--- config.mk ---
export PLATFORM = sky130hd
export DESIGN_NAME = bmpc_mix
export DESIGN_NICKNAME = d
export VERILOG_FILES = /design/src/hw/rtl/bmpc_pkg.sv /design/src/hw/rtl/bmpc_mix.sv
export SDC_FILE = /design/constraint.sdc
export NUM_CORES = 1
export LEC_CHECK = 0
export ABC_AREA = 1
export BUFFER_PORTS_ARGS = -buffer_cell sky130_fd_sc_hd__buf_2
export CAP_MARGIN = 40
export CORE_AREA = 2 2 203 205
export DETAILED_ROUTE_END_ITERATION = 8
export DIE_AREA = 0 0 205 207
export GPL_TIMING_DRIVEN = 1
export HOLD_SLACK_MARGIN = 0.06
export PLACE_DENSITY = 0.55
export SLEW_MARGIN = 20
export SYNTH_ARGS = -nofsm -noshare
export SYNTH_HDL_FRONTEND = slang
export SYNTH_SLANG_ARGS = --single-unit
--- constraint.sdc ---
create_clock -name i_clk -period 4.8 [get_ports i_clk]
set_clock_uncertainty 0.1 [all_clocks]
set_input_delay 0.24 -clock i_clk [delete_from_list [all_inputs] [get_ports i_clk]]
set_output_delay 0.24 -clock i_clk [all_outputs]
set_load 0.03 [all_outputs]
--- src/hw/rtl/bmpc_pkg.sv ---
// Shared types, mode codes and constant tables for the blend-mode compositor.
package bmpc_pkg;

    localparam logic [3:0] MODE_NORMAL   = 4'd0;
    localparam logic [3:0] MODE_MULTIPLY = 4'd1;
    localparam logic [3:0] MODE_SCREEN   = 4'd2;
    localparam logic [3:0] MODE_OVERLAY  = 4'd3;
    localparam logic [3:0] MODE_SOFT     = 4'd4;
    localparam logic [3:0] MODE_HARD     = 4'd5;
    localparam logic [3:0] MODE_DARKEN   = 4'd6;
    localparam logic [3:0] MODE_LIGHTEN  = 4'd7;
    localparam logic [3:0] MODE_DODGE    = 4'd8;
    localparam logic [3:0] MODE_BURN     = 4'd9;
    localparam logic [3:0] MODE_LDODGE   = 4'd10;
    localparam logic [3:0] MODE_LBURN    = 4'd11;
    localparam logic [3:0] MODE_DIFF     = 4'd12;
    localparam logic [3:0] MODE_EXCL     = 4'd13;

    localparam int NUM_STAGES = 8;

    typedef logic [16:0] t_dd_tab [256];
    typedef logic [24:0] t_rcp_tab [256];

    typedef struct packed {
        logic [7:0]  da;
        logic [7:0]  sa;
        logic [31:0] dst;
    } t_side;

    // floor(y / 255) for y below 2^24, by reciprocal multiply
    function automatic logic [16:0] f_div255(input logic [23:0] y);
        logic [48:0] p;
        p = {25'd0, y} * 49'd16843010;
        return p[48:32];
    endfunction

    // Q16 soft-light curve: cubic below 64, sqrt(D/255) above
    function automatic t_dd_tab f_build_dd();
        t_dd_tab tab;
        longint signed   p;
        longint unsigned x;
        longint unsigned root;
        longint unsigned bitv;
        for (int i = 0; i < 256; i++) begin
            if (i <= 63) begin
                p = ((16 * longint'(i) - 3060) * longint'(i) + 260100) * longint'(i);
                if (p < 0) p = 0;
                tab[i] = 17'((longint'(p) * 65536) / 16581375);
            end else begin
                x = (longint'(i) << 32) / 255;
                root = 0;
                bitv = 64'd1 << 62;
                while (bitv > x) bitv = bitv >> 2;
                while (bitv != 0) begin
                    if (x >= root + bitv) begin
                        x = x - (root + bitv);
                        root = (root >> 1) + bitv;
                    end else begin
                        root = root >> 1;
                    end
                    bitv = bitv >> 2;
                end
                tab[i] = 17'(root);
            end
        end
        return tab;
    endfunction

    // floor(2^24 / k) by restoring long division; entry 0 is never used
    function automatic t_rcp_tab f_build_rcp();
        t_rcp_tab    tab;
        logic [24:0] q;
        logic [24:0] r;
        tab[0] = '0;
        for (int k = 1; k < 256; k++) begin
            q = '0;
            r = '0;
            for (int b = 24; b >= 0; b--) begin
                r = {r[23:0], (b == 24)};
                q = {q[23:0], 1'b0};
                if (r >= 25'(k)) begin
                    r = r - 25'(k);
                    q[0] = 1'b1;
                end
            end
            tab[k] = q;
        end
        return tab;
    endfunction

    localparam t_dd_tab  DD_TAB  = f_build_dd();
    localparam t_rcp_tab RCP_TAB = f_build_rcp();

endpackage

--- src/hw/rtl/bmpc_mix.sv ---
// Per-channel destination-alpha mix and source-over, pipeline stages 5 to 8.
module bmpc_mix
    import bmpc_pkg::*;
(
    input  logic       i_clk,
    input  logic [3:0] i_en,
    input  logic [3:0] i_mode,
    input  logic [7:0] i_res,
    input  logic [7:0] i_d,
    input  logic [7:0] i_s,
    input  logic [7:0] i_da,
    input  logic [7:0] i_sa,
    output logic [7:0] o_c
);

    logic [15:0] r5_y;
    logic [7:0]  r5_d;
    logic [7:0]  r6_bc;
    logic [7:0]  r6_d;
    logic [15:0] r7_y;
    logic [7:0]  r8_c;

    logic        use_mode;
    logic [15:0] n_y5;
    logic [15:0] n_y7;
    logic [16:0] q6;
    logic [16:0] q8;

    always_comb begin
        use_mode = (i_mode != MODE_NORMAL) && (i_da != 8'd0);
        // s*255 + 127 divides back to s exactly
        if (use_mode) begin
            n_y5 = i_res * i_da + i_s * (8'd255 - i_da) + 16'd127;
        end else begin
            n_y5 = {i_s, 8'd0} - {8'd0, i_s} + 16'd127;
        end
        q6   = f_div255({8'd0, r5_y});
        n_y7 = r6_bc * i_sa + r6_d * (8'd255 - i_sa) + 16'd127;
        q8   = f_div255({8'd0, r7_y});
    end

    always_ff @(posedge i_clk) begin
        if (i_en[0]) begin
            r5_y <= n_y5;
            r5_d <= i_d;
        end
        if (i_en[1]) begin
            r6_bc <= q6[7:0];
            r6_d  <= r5_d;
        end
        if (i_en[2]) begin
            r7_y <= n_y7;
        end
        if (i_en[3]) begin
            r8_c <= q8[7:0];
        end
    end

    assign o_c = r8_c;

endmodule

==> results of run 1 <==
final timing paths:
kind | from | to | slack [ps]
worst max-delay path | r6_bc[4] | r7_y[11] | -320
worst min-delay path | i_en[3] | o_c[7] | 120
worst max register to register | r6_bc[4] | r7_y[11] | -320
worst min register to register | r5_d[6] | r6_d[6] | 320
through the flow:
stage / hold WS (ps) / util (%) / worst slack (ps)
CTS: 108.8 / 45.95 / -344.0
global placement: 301.4 / 44.42 / -402.7
detailed placement: 308.3 / 44.42 / -449.4
floorplan: 238.9 / - / -33.37
finish: 118.5 / 47.24 / -319.0
global route: 126.1 / 47.24 / -477.9
cell usage after synthesis, drive strengths merged:
master,count,area (um2)
a21o,1,7.510
nand3,69,345.3
clkinv,1,3.750
buf,5,40.04
nor3,12,76.33
a31oi,2,12.51
xnor2,9,78.83
o21a,1,7.510
inv,520,1952
and2,4,27.53
a21oi,56,280.3
or2,4,25.02
nor4,3,33.78
xor2,18,157.7
nand2,593,2266
edfxtp,64,1922
clkbuf,36,138.9
o21bai,5,37.54
nand4,13,81.33
o21ai,19,121.4
and3,1,6.260
ha,272,3403
nor2,186,733.2
nand3b,3,22.52
fa,206,4124
nor3b,1,12.51
flip-flops by register name, indices dropped and copies added (netlist names):
register  flops
o_c           8
r7_y         16
r6_d          8
r5_y         16
r5_d          8
r6_bc         8
metal layers:
metal	global-route usage [%]	up-vias	wire, um
met5	0	-	0
met4	5.234	0	930
met3	2.266	56	1063
met2	35.73	186	20880
met1	24.05	6324	17540
li1	-	6713	-
logic make-up (layout without fill, tap and decap cells):
logic type | count (synthesis) | after routing | synth area share (%)
adder cells (fa/ha/maj) | 478 | 478 | 47.29
AND/OR/NAND/NOR | 889 | 889 | 22.80
flip-flops | 64 | 64 | 12.07
buffers and inverters | 562 | 762 | 13.41
AO/OA/AOI/OAI | 84 | 84 | 2.932
XOR/XNOR | 27 | 27 | 1.486
worst max-delay path, delay by kind of cell, from the launching register on:
kind | cells | cell delay [ps]
DFF | 1 | 540
adders and majority gates | 7 | 3130
buffers and inverters | 6 | 350
AOI/OAI and AO/OA | 2 | 270
xor gates and xnor gates | 1 | 140
and+or+nand+nor | 4 | 320
layout make-up:
| cell class | count | area (um2) |
|---|---|---|
| fill | 4006 | 21300 |
| multi-input combinational | 1478 | 12490 |
| inverter | 521 | 1966 |
| sequential | 64 | 1922 |
| timing repair buffer | 225 | 1683 |
| tap | 532 | 665.6 |
| clock buffer | 9 | 225.2 |
| clock inverter | 7 | 118.9 |
layout by cell type, fill, tap and decap left out, types with 20 or more instances in the layout:
master	n
inv_1	481
inv_2	36
buf_4	151
fa_1	193
nand2_1	554
nand3_1	66
a21oi_1	41
nand2_2	28
nor2_1	165
ha_1	251
edfxtp_1	64
ha_4	20
buf_2	46
repair_timing:
action	in CTS	in global routing
gates resized for setup	38	136
hold buffers	8	0
endpoints found under the setup margin	16	21
pin swaps	31	95
hold endpoints to repair	8	0
cloned	0	0
setup buffers	7	11
==> results.sh, run 1 <==
export IMPL_layout_nets=2826
export IMPL_drt_initial_drc_count=504
export IMPL_synth_area_per_cell_um2=7.565
export IMPL_dp_cells=2795
export IMPL_fp_dieW_um=205
export IMPL_rsz0062_at_grt="true"
export IMPL_cts_buffer_depth=2
export IMPL_dieHeight_um=207
export IMPL_first_pass_iters=5
export IMPL_cts_buffers=9
export IMPL_cp_max_fo=6
export IMPL_syn_cell_area_um2=15920
export IMPL_num_vias=13279
export IMPL_cts_tree="yes"
export IMPL_netlist_instances=2104
export IMPL_wl_per_cell_um=14.25
export IMPL_hpwl_um=35100
export IMPL_grt_pass1_vias=13802
export IMPL_routed_via_density=4.682
export IMPL_r2r_cells=20
export IMPL_critPathLaunchType="register"
export IMPL_setup_viol=10
export IMPL_ios=57
export IMPL_antenna_found_initial=0
export IMPL_setup_tns_ps=-2214
export IMPL_worstHoldPathCells=1
export IMPL_grt_pass1_wl_um=66220
export IMPL_crit_chain="nand2_2 > inv_2 > fa_1 > inv_1 > fa_1 > fa_1 > inv_2 > fa_2 > fa_1 > inv_2 > fa_1 > inv_2 > ha_4 > nand2_2 > nand2_2 > o21bai_4 > buf_6 > a21oi_2 > nand2_1 > xor2_1"
export IMPL_timing_final_crit_share_pct=106.6
export IMPL_outcome="complete, but fails checks"
export IMPL_place_area_um2=17930
export IMPL_fin_ws_ps=-319.0
export IMPL_grt_overflow=0
export IMPL_drv_slew=0
export IMPL_drive_above_1_share_pct=17.62
export IMPL_drc_errors=0
export IMPL_grt_max_degree=25
export IMPL_crit_arrival_ps=5130
export IMPL_port_buffers=56
export IMPL_stdcell_area_um2=19070
export IMPL_cp_end_kind="register"
export IMPL_clock_fmax_ghz=0.1954
export IMPL_cts_sinks=64
export IMPL_root_buffer="clkbuf_16"
export IMPL_cp_required_ps=4810
export IMPL_antenna_left=0
export IMPL_wirelength_um=40410
export IMPL_ys_warn_count=0
export IMPL_hold_viol=0
export IMPL_violations="negative setup slack"
export IMPL_critPathSlowestCell="edfxtp_1"
export IMPL_syn_to_final_growth_pct=19.83
export IMPL_grt_total_usage_pct=19.53
export IMPL_yosysSeqAreaShare_pct=12.07
export IMPL_worstSkewPairLatency_ps=360
export IMPL_cts_htree_levels=3
export IMPL_max_stage_delay_ps=540
export IMPL_core_um2=40370
export IMPL_place_gp_congestion=0.9104
export IMPL_critPathKind="register to register"
export IMPL_synth_nets=2631
export IMPL_crit_top_cell="fa_1"
export IMPL_die_area_um2=42440
export IMPL_stdcell_count=2836
export IMPL_synth_distinct_cells=39
export IMPL_relSlewSlack_pct=60.18
export IMPL_min_period_ps=5119
export IMPL_drv_cap=0
export IMPL_clk_pin_slew_ps=60
export IMPL_std_cell_rows=74
export IMPL_n_antenna_cell=0
export IMPL_start_util_pct=39.43
export IMPL_holdCritPathClass="input pin to register"
export IMPL_ys_seq_elements=64
export IMPL_worst_pin_slew_ps=597.3
Power of run 1 is not shown: default switching activity piles up to over one toggle a cycle in this logic, so the estimate is an artifact.
==> run 2, diff against run 1 <==
--- a/config.mk
+++ b/config.mk
@@ -7,8 +7,7 @@
 export LEC_CHECK = 0
-export ABC_AREA = 1
 export BUFFER_PORTS_ARGS = -buffer_cell sky130_fd_sc_hd__buf_2
 export CAP_MARGIN = 40
-export CORE_AREA = 2 2 203 205
+export CORE_AREA = 2 2 192 194
 export DETAILED_ROUTE_END_ITERATION = 8
-export DIE_AREA = 0 0 205 207
+export DIE_AREA = 0 0 194 196
 export GPL_TIMING_DRIVEN = 1
--- a/constraint.sdc
+++ b/constraint.sdc
@@ -4,2 +4,2 @@
 set_output_delay 0.24 -clock i_clk [all_outputs]
-set_load 0.03 [all_outputs]
+set_load 0.01 [all_outputs]
==> results.sh, run 2 <==
export IMPL_setup_tns_ps=-3409
export IMPL_max_stage_delay_ps=560
export IMPL_antenna_found_initial=0
export IMPL_worstSkewPairLatency_ps=350
export IMPL_async_reset_ff_share_pct=0
export IMPL_grt_overflow=0
export IMPL_drv_cap=0
export IMPL_clk_pin_slew_ps=60
export IMPL_critPathLaunchType="register"
export IMPL_min_from="i_en[3]"
export IMPL_cp_max_fo=6
export IMPL_std_cell_rows=70
export IMPL_synthTopCellsByCount="ha_1 (272), inv_1 (272), fa_1 (206)"
export IMPL_drc_errors=0
export IMPL_wl_per_cell_um=15.54
export IMPL_antenna_left=0
export IMPL_violations="negative setup slack"
export IMPL_reg2reg_from="r6_d[5]"
export IMPL_synth_distinct_cells=61
export IMPL_min_period_ps=5301
export IMPL_syn_cell_area_um2=14260
export IMPL_cts_sinks=64
export IMPL_setup_viol=12
export IMPL_critPathKind="register to register"
export IMPL_holdCritPathClass="input pin to register"
export IMPL_grt_pass1_vias=11671
export IMPL_wirelength_um=33280
export IMPL_timing_final_crit_share_pct=110.4
export IMPL_grt_total_usage_pct=18.61
export IMPL_layout_nets=2196
export IMPL_start_util_pct=39.53
export IMPL_cts_buffer_depth=2
export IMPL_post_route_util_pct=48.94
export IMPL_root_buffer="clkbuf_16"
export IMPL_yosys_area_top_type_share_pct=28.91
export IMPL_relSlewSlack_pct=55.02
export IMPL_syn_to_final_growth_pct=23.80
export IMPL_drv_slew=0
export IMPL_synth_nets=1977
export IMPL_clock_fmax_ghz=0.1886
export IMPL_drive_above_1_share_pct=23.36
export IMPL_r2r_end="r7_y[14]"
export IMPL_grt_max_degree=25
export IMPL_cts_buffers=9
export IMPL_r2r_slack_ps=-500
export IMPL_layout_common_cells="inv_1 (255), ha_1 (251), fa_1 (195)"
export IMPL_outcome="complete, but fails checks"
export IMPL_synthTopCellsByArea="fa_1 (29%), ha_1 (24%), edfxtp_1 (13%)"
export IMPL_fin_ws_ps=-501.1
export IMPL_r2r_cells=17
export IMPL_yosysSeqAreaShare_pct=13.47
export IMPL_crit_chain="nand2b_1 > fa_1 > inv_1 > fa_1 > fa_1 > fa_1 > fa_1 > inv_1 > fa_1 > inv_2 > ha_4 > or2_4 > a21oi_4 > a21oi_4 > a211oi_2 > a21oi_1 > xor2_1"
export IMPL_routed_via_density=4.942
export IMPL_ios=57
export IMPL_crit_arrival_ps=5290
export IMPL_final_common_cell="inv_1"
export IMPL_worst_pin_slew_ps=668.5
export IMPL_first_pass_iters=4
export IMPL_ys_warn_count=0
export IMPL_crit_top_cell="fa_1"
export IMPL_cts_htree_levels=3
export IMPL_fp_dieW_um=194
export IMPL_ys_seq_elements=64
export IMPL_die_area_um2=38020
export IMPL_synth_area_leader_cell="fa_1"
export IMPL_synth_edf_count=64
export IMPL_netlist_instances=1450
export IMPL_place_gp_congestion=0.9301
export IMPL_synth_area_per_cell_um2=9.837
export IMPL_cp_end_kind="register"
export IMPL_path_delay_family="adder cells"
export IMPL_worstHoldPathCells=1
export IMPL_ys_flop_type="edfxtp_1"
export IMPL_core_um2=36080
export IMPL_hold_viol=0
export IMPL_cp_required_ps=4780
export IMPL_dieHeight_um=196
export IMPL_critPathSlowestCell="edfxtp_1"
export IMPL_drt_initial_drc_count=255
export IMPL_hold_end="o_c[3]"
export IMPL_port_buffers=56
export IMPL_num_vias=10586
export IMPL_hpwl_um=28350
export IMPL_n_fill_cell=3385
export IMPL_cts_tree="yes"
export IMPL_rsz0062_at_grt="true"
export IMPL_top_regs="r5_y (16), r7_y (16)"
export IMPL_cp_num_cells=17
export IMPL_grt_pass1_wl_um=57420
export IMPL_path_buf_inv=3
export IMPL_n_antenna_cell=0
run 2: cell count changes after synthesis, sizes merged, moves of 53 or more:
| cell | change |
|---|---|
| nor2b | +80 |
| and2 | +76 |
| nand3 | -53 |
| inv | -248 |
| nor2 | -146 |
| nand2 | -510 |
run 2: through the flow:
step / hold slack (ps) / instances / instance area, um2 / worst slack (ps)
6_report: 147.5 / 2142 / 17660 / -501.1
5_1_grt: 139.0 / 2142 / 17660 / -706.8
2_1_floorplan: 238.9 / 1450 / 14740 / -400.9
3_3_place_gp: 306.6 / 2098 / 16500 / -632.8
3_5_place_dp: 306.2 / 2099 / 16520 / -697.4
4_1_cts: 140.1 / 2138 / 17360 / -505.7
run 2: worst max path at each step:
stage | from | endpoint | slack, ps
2_1_floorplan | i_da[5] | r5_y[15] | -400
3_3_place_gp | i_da[3] | r5_y[11] | -630
3_5_place_dp | i_da[4] | r5_y[15] | -700
4_1_cts | r6_d[5] | r7_y[14] | -510
5_1_grt | r6_d[5] | r7_y[14] | -710
6_report | r6_d[5] | r7_y[14] | -500
run 2: kinds of logic (layout without fill, tap and decap cells):
family	after synthesis	after routing	synth area share (%)
simple gates	406	406	15.46
mux	1	1	0.07018
compound gates	158	158	7.737
fa+ha+maj	478	478	52.77
flops	64	64	13.47
buf+inv	302	526	7.974
xor+xnor	41	41	2.518
run 2: cell type report:
class | instances | area, um2 | area share [%]
clock buffers | 9 | 225.2 | 1.275
clock inverters | 7 | 71.32 | 0.4039
inverters | 272 | 1021 | 5.782
multi-input cells | 1084 | 11990 | 67.90
flip-flops and latches | 64 | 1922 | 10.88
well taps | 468 | 585.6 | 3.316
repair buffers | 238 | 1843 | 10.44
run 2: metal layers:
layer	share of wire, %	vias to the layer above	wire (um)	global-route usage [%]
met2	52	131	17390	34.80
li1	-	5188	-	-
met5	0	-	0	0
met1	44	5228	14670	23.05
met4	1.8	0	595	4.489
met3	1.9	39	629	1.719
run 2: repair_timing:
action | 4_1_cts | 5_1_grt
setup buffers | 14 | 4
hold buffers | 8 | 0
hold endpoints to repair | 8 | 0
endpoints found under the setup margin | 20 | 19
pin swaps | 46 | 48
gates cloned | 2 | 0
resized for setup | 81 | 60
Power of run 2 is left out for the same reason.
==> run 3, diff against run 2 <==
==> constraint.sdc (replaced) <==
create_clock -name i_clk -period 4.8 [get_ports i_clk]
set_clock_uncertainty 0.1 [all_clocks]
set_input_delay 0.48 -clock i_clk [delete_from_list [all_inputs] [get_ports i_clk]]
set_output_delay 0.48 -clock i_clk [all_outputs]
set_load 0.01 [all_outputs]
==> results.sh, run 3 (synthesis results as in run 2) <==
export IMPL_port_buffers=56
export IMPL_layout_nets=2198
export IMPL_dr_max_layer_used="met4"
export IMPL_cts_buffers=9
export IMPL_drt_initial_drc_count=300
export IMPL_layout_common_cells="inv_1 (256), ha_1 (252), fa_1 (197)"
export IMPL_die_area_um2=38020
export IMPL_wl_met3_um=598
export IMPL_cts_sinks=64
export IMPL_syn_to_final_growth_pct=23.92
export IMPL_critPathSlowestCell="fa_1"
export IMPL_cts_htree_levels=3
export IMPL_worst_pin_slew_ps=582.5
export IMPL_grt_pass1_vias=11533
export IMPL_critPathLaunchType="register"
export IMPL_wl_met2_um=17370
export IMPL_clk_pin_slew_ps=60
export IMPL_dieHeight_um=196
export IMPL_cp_end_kind="register"
export IMPL_grt_max_degree=27
export IMPL_ctsHoldBuffers=0
export IMPL_routed_via_density=4.930
export IMPL_wl_met1_um=14610
export IMPL_setup_viol=15
export IMPL_fp_dieW_um=194
export IMPL_crit_top_cell="fa_1"
export IMPL_crit_chain="buf_4 > and2_1 > fa_1 > inv_1 > fa_1 > fa_1 > inv_1 > fa_1 > fa_1 > inv_1 > fa_1 > inv_1 > ha_4 > and3_1 > a211oi_2 > a21oi_1 > xor2_1"
export IMPL_hpwl_um=28280
export IMPL_violations="negative setup slack"
export IMPL_final_common_cell="inv_1"
export IMPL_start_util_pct=39.53
export IMPL_grt_pass1_wl_um=56690
export IMPL_first_pass_iters=5
export IMPL_critPathKind="register to register"
export IMPL_outcome="complete, but fails checks"
export IMPL_clock_fmax_ghz=0.1905
export IMPL_rsz0062_at_grt="true"
export IMPL_std_cell_rows=70
export IMPL_drive_above_1_share_pct=23.15
export IMPL_dp_cells=2103
export IMPL_antenna_left=0
export IMPL_cts_buffer_depth=2
export IMPL_drv_slew=0
export IMPL_stdcell_count=2144
export IMPL_min_period_ps=5251
export IMPL_antenna_found_initial=0
export IMPL_grt_total_usage_pct=18.35
export IMPL_drc_errors=0
export IMPL_n_fill_cell=3413
export IMPL_cp_required_ps=4780
export IMPL_timing_final_crit_share_pct=109.4
export IMPL_num_vias=10570
export IMPL_ios=57
export IMPL_wirelength_um=33050
export IMPL_root_buffer="clkbuf_16"
export IMPL_core_um2=36080
export IMPL_holdCritPathClass="input pin to register"
export IMPL_n_antenna_cell=0
export IMPL_relSlewSlack_pct=61.08
export IMPL_max_stage_delay_ps=510
export IMPL_crit_arrival_ps=5230
export IMPL_drv_cap=0
export IMPL_cp_max_fo=5
export IMPL_cts_tree="yes"
export IMPL_top_regs="r5_y (16), r7_y (16)"
export IMPL_hold_viol=0
export IMPL_wl_per_cell_um=15.42
export IMPL_worstSkewPairLatency_ps=350
export IMPL_place_gp_congestion=0.8914
export IMPL_fin_ws_ps=-450.6
export IMPL_grt_overflow=0
## run 3: critical path: cells and delay by family, from the launching register on
family,cells,cell delay (ps)
AO/OA/AOI/OAI,2,380
XOR/XNOR,1,170
buffers and inverters,5,390
adder cells (fa/ha/maj),7,3160
flip-flops,1,450
AND/OR/NAND/NOR,2,330
## run 3: stage by stage
| step | worst slack (ps) | hold WS (ps) | TNS [ps] | instance area (um2) | util (%) |
|---|---|---|---|---|---|
| floorplan | -640.9 | 300.3 | -5701 | 14710 | - |
| global placement | -871.3 | 307.2 | -12990 | 16520 | 45.79 |
| detailed placement | -941.5 | 305.2 | -13660 | 16520 | 45.79 |
| CTS | -449.8 | 191.4 | -4507 | 17340 | 48.05 |
| global route | -618.3 | 194.9 | -6869 | 17680 | 48.98 |
| finish | -450.6 | 205.7 | -4304 | 17680 | 48.98 |
## run 3: metal layers
layer	track usage (%)	vias up
li1	-	5194
met5	0	-
met4	3.591	0
met3	1.530	32
met1	23.16	5231
met2	34.31	113
## run 3: path summary, 6_finish.rpt
path	startpoint	to	slack, ps	cells after the start
setup / recovery	r6_bc[4]	r7_y[14]	-450	17
hold / removal	i_d[7]	r5_d[7]	210	1
setup reg to reg	r6_bc[4]	r7_y[14]	-450	17
hold reg to reg	r5_d[6]	r6_d[6]	320	0
## run 3: layout make-up
cell class | count | area (um2) | area share (%)
multi-input combinational | 1084 | 11950 | 67.61
sequential | 64 | 1922 | 10.87
timing repair buffer | 240 | 1898 | 10.74
inverter | 272 | 1023 | 5.790
tap | 468 | 585.6 | 3.313
clock buffer | 9 | 225.2 | 1.274
clock inverter | 7 | 71.32 | 0.4035
## run 3: repair_timing
action / 4_1_cts / 5_1_grt
endpoints found under the setup margin: 18 / 21
pin swaps: 58 / 47
gates resized for setup: 84 / 60
cloned: 0 / 1
setup buffers: 21 / 2
Power of run 3 is left out for the same reason.
